<file path="config.mk">
export PLATFORM = sky130hd
export DESIGN_NAME = ont_front
export DESIGN_NICKNAME = d
export VERILOG_FILES = /design/src/rtl/core/ont_pkg.sv /design/src/rtl/core/ont_front.sv
export SDC_FILE = /design/constraint.sdc
export NUM_CORES = 2
export LEC_CHECK = 0
export ABC_AREA = 1
export BUFFER_PORTS_ARGS = -buffer_cell sky130_fd_sc_hd__buf_2
export CORE_ASPECT_RATIO = 0.7
export CORE_MARGIN = 1.5
export CORE_UTILIZATION = 50
export DETAILED_ROUTE_END_ITERATION = 12
export PLACE_DENSITY = 0.66
export SETUP_SLACK_MARGIN = 0.1
export SYNTH_ARGS = -nofsm -noshare
export SYNTH_HDL_FRONTEND = slang
export SYNTH_SLANG_ARGS = --single-unit
</file>
<file path="constraint.sdc">
create_clock -name clk_i -period 14.9 [get_ports clk_i]
set_clock_uncertainty 0.2 [all_clocks]
set_input_delay 1.49 -clock clk_i [delete_from_list [all_inputs] [get_ports clk_i]]
set_output_delay 1.49 -clock clk_i [all_outputs]
set_load 0.03 [all_outputs]
</file>
<file path="src/rtl/core/ont_pkg.sv">
// ----------------------------------------------------------------------------
// ont_pkg
// Widths, stage counts, direction codes and stage payload types of the
// nearest-neighbor-interchange edge test.
// ----------------------------------------------------------------------------
package ont_pkg;

  // Field widths.
  localparam int RATIO_FRAC_BITS = 24;
  localparam int SIZE_W  = 13;
  localparam int AVG_W   = 32;
  localparam int DIR_W   = 2;
  localparam int CHG_W   = 35;

  // Derived internal widths.
  localparam int PROD_W  = 2 * SIZE_W;
  localparam int NUM_W   = PROD_W + 1;
  localparam int SUM_W   = SIZE_W + 1;
  localparam int DEN_W   = 2 * SUM_W;
  localparam int ASUM_W  = AVG_W + 1;
  localparam int RATIO_W = RATIO_FRAC_BITS + 1;
  localparam int DIFF_W  = ASUM_W + 1;
  localparam int P_W     = RATIO_W + 1 + DIFF_W;
  localparam int W_W     = P_W + 1;

  // Pipeline depth.
  localparam int FRONT_STAGES = 2;
  localparam int DIV_STEPS    = RATIO_W;
  localparam int LEN_STAGES   = 5;
  localparam int NSTG         = FRONT_STAGES + DIV_STEPS + LEN_STAGES;
  localparam int LANES        = 3;

  // Swap direction codes.
  localparam logic [DIR_W-1:0] DIR_NONE  = 2'd0;
  localparam logic [DIR_W-1:0] DIR_LEFT  = 2'd1;
  localparam logic [DIR_W-1:0] DIR_RIGHT = 2'd2;

  // Values that ride along the ratio pipeline.
  typedef struct packed {
    logic              leaf;
    logic [ASUM_W-1:0] s_lurd;
    logic [ASUM_W-1:0] s_ruld;
    logic [ASUM_W-1:0] s_dulr;
  } side_t;

  // Numerators and denominators of the three ratios.
  typedef struct packed {
    logic [NUM_W-1:0] num01;
    logic [NUM_W-1:0] num2;
    logic [DEN_W-1:0] den0;
    logic [DEN_W-1:0] den1;
    logic [DEN_W-1:0] den2;
    side_t            side;
  } frac_t;

  // Finished ratios.
  typedef struct packed {
    logic [RATIO_W-1:0] l0;
    logic [RATIO_W-1:0] l1;
    logic [RATIO_W-1:0] l2;
    side_t              side;
  } ratio_t;

endpackage

</file>
<file path="src/rtl/core/ont_front.sv">
// ----------------------------------------------------------------------------
// ont_front
// First two stages: size products and sums, then ratio numerators and
// denominators.
// ----------------------------------------------------------------------------
module ont_front import ont_pkg::*; (
  input  logic                    clk_i,
  input  logic [FRONT_STAGES-1:0] en_i,
  input  logic                    edge_at_leaf_i,
  input  logic [SIZE_W-1:0]       size_above_i,
  input  logic [SIZE_W-1:0]       size_sibling_i,
  input  logic [SIZE_W-1:0]       size_left_i,
  input  logic [SIZE_W-1:0]       size_right_i,
  input  logic [AVG_W-1:0]        avg_left_right_i,
  input  logic [AVG_W-1:0]        avg_left_up_i,
  input  logic [AVG_W-1:0]        avg_left_down_i,
  input  logic [AVG_W-1:0]        avg_right_up_i,
  input  logic [AVG_W-1:0]        avg_right_down_i,
  input  logic [AVG_W-1:0]        avg_down_up_i,
  output frac_t                   frac_o
);

  logic [PROD_W-1:0] bc_q, ad_q, cd_q, ab_q;
  logic [SUM_W-1:0]  sab_q, scd_q, sac_q, sbd_q, sad_q, sbc_q;
  side_t             side_q;
  frac_t             frac_q;

  // Stage one: pairwise products, pairwise sums and average sums.
  always_ff @(posedge clk_i) begin
    if (en_i[0]) begin
      bc_q  <= PROD_W'(size_sibling_i) * PROD_W'(size_left_i);
      ad_q  <= PROD_W'(size_above_i) * PROD_W'(size_right_i);
      cd_q  <= PROD_W'(size_left_i) * PROD_W'(size_right_i);
      ab_q  <= PROD_W'(size_above_i) * PROD_W'(size_sibling_i);
      sab_q <= SUM_W'(size_above_i) + SUM_W'(size_sibling_i);
      scd_q <= SUM_W'(size_left_i) + SUM_W'(size_right_i);
      sac_q <= SUM_W'(size_above_i) + SUM_W'(size_left_i);
      sbd_q <= SUM_W'(size_sibling_i) + SUM_W'(size_right_i);
      sad_q <= SUM_W'(size_above_i) + SUM_W'(size_right_i);
      sbc_q <= SUM_W'(size_sibling_i) + SUM_W'(size_left_i);
      side_q.leaf   <= edge_at_leaf_i;
      side_q.s_lurd <= ASUM_W'(avg_left_up_i) + ASUM_W'(avg_right_down_i);
      side_q.s_ruld <= ASUM_W'(avg_right_up_i) + ASUM_W'(avg_left_down_i);
      side_q.s_dulr <= ASUM_W'(avg_down_up_i) + ASUM_W'(avg_left_right_i);
    end
  end

  // Stage two: numerators and the three denominator products.
  always_ff @(posedge clk_i) begin
    if (en_i[1]) begin
      frac_q.num01 <= NUM_W'(bc_q) + NUM_W'(ad_q);
      frac_q.num2  <= NUM_W'(cd_q) + NUM_W'(ab_q);
      frac_q.den0  <= DEN_W'(sab_q) * DEN_W'(scd_q);
      frac_q.den1  <= DEN_W'(sac_q) * DEN_W'(sbd_q);
      frac_q.den2  <= DEN_W'(sad_q) * DEN_W'(sbc_q);
      frac_q.side  <= side_q;
    end
  end

  assign frac_o = frac_q;

endmodule

</file>
==> After elaboration in Yosys (flattened, before gate mapping) <==
Index checks and enable logic that the tools add are counted.
{ "classes": {"addsub": 11, "multipliers": 7} }
{ "op_table": {"columns": ["cell", "count"], "rows": [
  ["$mul 13x13->26", 4],
  ["$add 32x32->33", 3],
  ["$add 13x13->14", 6],
  ["$mul 14x14->28", 3],
  ["$add 26x26->27", 2]
]} }
{ "totals": {"input_bits": 248, "out_inout_bits": 238, "regBits": 526} }

==> Longest topological paths before layout <==
{ "depth": {"depth_word": 1, "ltp_mapped": 26, "ltp_nobuf": 25} }

==> Worst setup path before layout <==
No wires, ideal clock.
{ "synth_path": {"path_type": "input to register", "startpoint": "input port size_sibling_i[1]", "endpoint": "register ab_q[23], data pin", "setup_time_ns": 0.253, "required_time_ns": 14.447, "cell_stages": 20, "path_buffers": 2, "slack_ns": 8.747, "t_arrival_ns": 5.700, "cell_sequence": "clkbuf_1 clkbuf_1 nand2_1 fa_1 inv_1 fa_1 fa_1 fa_1 inv_1 fa_1 inv_1 ha_1 a21oi_1 o21ai_0 inv_1 nand2_1 nand2_1 nand3_1 nand2_1 nand2_1"} }
{ "synth_via": {"elab_chain_cells": 1} }
{ "synth_rtl": {"columns": ["item", "line", "text"], "rows": [
  ["from (decl)", "ont_front.sv:11", "input logic [SIZE_W-1:0] size_sibling_i,"],
  ["$mul 13x13->26", "ont_front.sv:34", "ab_q <= PROD_W'(size_above_i) * PROD_W'(size_sibling_i);"],
  ["to (signal assigned)", "ont_front.sv:34", null],
  ["to (decl)", "ont_front.sv:23", "logic [PROD_W-1:0] bc_q, ad_q, cd_q, ab_q;"]
]} }
No other way between the ends.
A chain may end at the register's enable or synchronous reset.

==> Worst setup path after layout <==
{ "layout_path": {"startpoint": "input port size_right_i[4]", "endpoint": "register cd_q[20], data pin"} }
{ "layout_via": {"elab_chain_cells": 1} }
{ "layout_rtl": {"columns": ["item", "line", "text"], "rows": [
  ["from (decl)", "ont_front.sv:13", "input logic [SIZE_W-1:0] size_right_i,"],
  ["$mul 13x13->26", "ont_front.sv:33", "cd_q <= PROD_W'(size_left_i) * PROD_W'(size_right_i);"],
  ["to (signal assigned)", "ont_front.sv:33", null],
  ["to (decl)", "ont_front.sv:23", null]
]} }
No other way between the ends.

==> results.json <==
{
  "fin_area_sq_um": 81600,
  "routed_via_density": 5.19,
  "finalCriticalPeriod_ps": 6460,
  "area.growth.synth_to_final_pct": 8.37,
  "synth_top_family_by_area": "adder cells",
  "drive_above_1_share": 0.0698,
  "fin_cells": 12147,
  "min_period_over_period": 0.433,
  "ant_nets": 0,
  "grt_start_max_net_pins": 87,
  "nets": 12055,
  "netlist_area_sq_um": 75300,
  "ctsHoldBuffers": 0,
  "critPathSlowestCell": "buf_2",
  "fmax_mhz": 155,
  "grt_overflow_total": 0,
  "yosys_warnings": 0,
  "grt_usage": 0.304,
  "cts_setup_buffers": 0,
  "syn_inst": 9730,
  "dp_hpwl_um": 184000,
  "cts_tree": "done",
  "core_sq_um": 149000,
  "cts_buffers": 60,
  "max_stage_delay_ps": 730,
  "synthFlopType": "edfxtp_1",
  "start_util": 0.506,
  "clk-insertion-delay-late_ps": 760,
  "gp_congestion": 0.985,
  "grt_pass1_wl_um": 359000,
  "grt_pass1_vias": 62923,
  "rows": 118,
  "multi_input_area_sq_um": 49000,
  "synthSimpleGateAreaFrac": 0.211,
  "antenna_found_initial": 12,
  "fp.dieArea_sq_um": 153000,
  "synth_edf_count": 526,
  "worst_setup_path_start_kind": "input pin",
  "cp.required_ps": 15190,
  "synthAdderAreaFrac": 0.375,
  "path_buf_inv": 6,
  "path_clk_slew_ps": 60,
  "die_w_um": 467,
  "drt_wl_total_um": 230000,
  "yosys.area.top_type": "fa_1",
  "path_cells": "buf_2 > ha_1 > inv_1 > fa_1 > fa_1 > inv_1 > fa_1 > inv_1 > fa_1 > inv_1 > fa_1 > ha_1 > nand2_1 > inv_1 > nand2_1 > o21bai_1 > nand3_1 > nand3_1 > nand2_1",
  "dp_cells": 12021,
  "seq_area_frac_synth": 0.210,
  "hold_viol": 0,
  "drv_slew": 0,
  "drt_first_iter_violations": 5891,
  "synth_mux_area_frac": 0,
  "arrival_ps": 6750,
  "rsz0062_at_grt": "no",
  "setup_viol": 0,
  "vias": 63041,
  "status": "completed",
  "async_flop_share": 0,
  "root_buffer": "clkbuf_16",
  "placed_area_sq_um": 79600,
  "cts_num_sinks": 526,
  "ys_ff_latch": 526,
  "worst_setup_path_end_kind": "flop",
  "drc": 0,
  "clock_path_buffers": 3,
  "wire_per_inst_um": 18.9,
  "synth_cell_types": 39,
  "synth.avg_cell_area_sq_um": 7.73,
  "critPathTopFamily": "adder cells",
  "path_class": "input pin to flop",
  "port_buffers": 485,
  "final_cell_mix": "nand2_1 (3041), inv_1 (2576), fa_1 (918)",
  "hp-class": "flop to flop",
  "final_common_cell": "nand2_1",
  "maxCapViolCount": 0,
  "path_max_fanout": 27,
  "fin_tns_setup_ps": 0,
  "cts_max_level": 2,
  "die_h_um": 328,
  "netlist.area_leader.share": 0.244,
  "slew_headroom": 0.347,
  "ioPinCount": 486,
  "firstDrtPassIters": 6,
  "synth-compound-area-share": 0.0377,
  "synthTopCellsByArea": "fa_1 (24%), edfxtp_1 (21%), nand2_1 (15%), ha_1 (13%), inv_1 (13%)",
  "syn_nets": 11682,
  "worstMarginPinSlew_ps": 972,
  "seqCellArea_sq_um": 15800,
  "hold_slack_ps": 213,
  "ctsResizeCount": 0,
  "synth-xor-area-share": 0.0275,
  "nFillCells": 14142
}
==> cells by family after synthesis <==
kind of cell,Yosys count
flops,526
fa+ha+maj,1704
compound gates,519
xor+xnor,236
buf+inv,2782
simple gates,3963
==> registers in the layout (all words and copies together), names as in the netlist <==
name,count
frac_o,238
side_q,100
ab_q,26
ad_q,26
bc_q,26
cd_q,26
sab_q,14
sac_q,14
sad_q,14
sbc_q,14
sbd_q,14
scd_q,14
==> path summary, 6_finish.rpt <==
kind / start / end / slack [ps] / cells past startpoint
max: size_right_i[4] / cd_q[20]$_DFFE_PP_ / 8440 / 19
min: side_q[23]$_DFFE_PP_ / frac_o[23]$_DFFE_PP_ / 210 / 0
max reg2reg: sab_q[6]$_DFFE_PP_ / frac_o[183]$_DFFE_PP_ / 8720 / 23
min reg2reg: side_q[23]$_DFFE_PP_ / frac_o[23]$_DFFE_PP_ / 210 / 0
==> layer usage <==
layer	part of all wire	global-route usage
met5	0.00012	0
met3	0.099	0.0723
met1	0.45	0.451
met2	0.42	0.447
met4	0.025	0.0745
==> through the flow <==
stage,util,setup WS (ps)
floorplan,-,8750
global placement,0.535,7800
detailed placement,0.535,7800
CTS,0.548,8610
global route,0.548,8240
finish,0.549,8440
==> layout make-up <==
| type | count | share of cell area |
|---|---|---|
| clock inverter | 46 | 0.00492 |
| multi-input combinational | 6422 | 0.601 |
| antenna | 13 | 0.000399 |
| clock buffer | 67 | 0.0187 |
| sequential | 526 | 0.194 |
| tap | 1980 | 0.0304 |
| timing repair buffer | 503 | 0.0317 |
| inverter | 2590 | 0.119 |
==> cells in the mapped netlist, drive strengths merged, types with 41 or more instances <==
library cell / instances
a21oi: 313
clkbuf: 192
edfxtp: 526
fa: 918
ha: 786
inv: 2590
nand2: 3075
nand3: 312
nand4: 89
nor2: 406
nor3: 46
o21ai: 124
o21bai: 41
xnor2: 54
xor2: 182
Power is left out: the tool's default activity adds up to more than one toggle a clock period on the data nets, which glitch-free logic cannot reach.
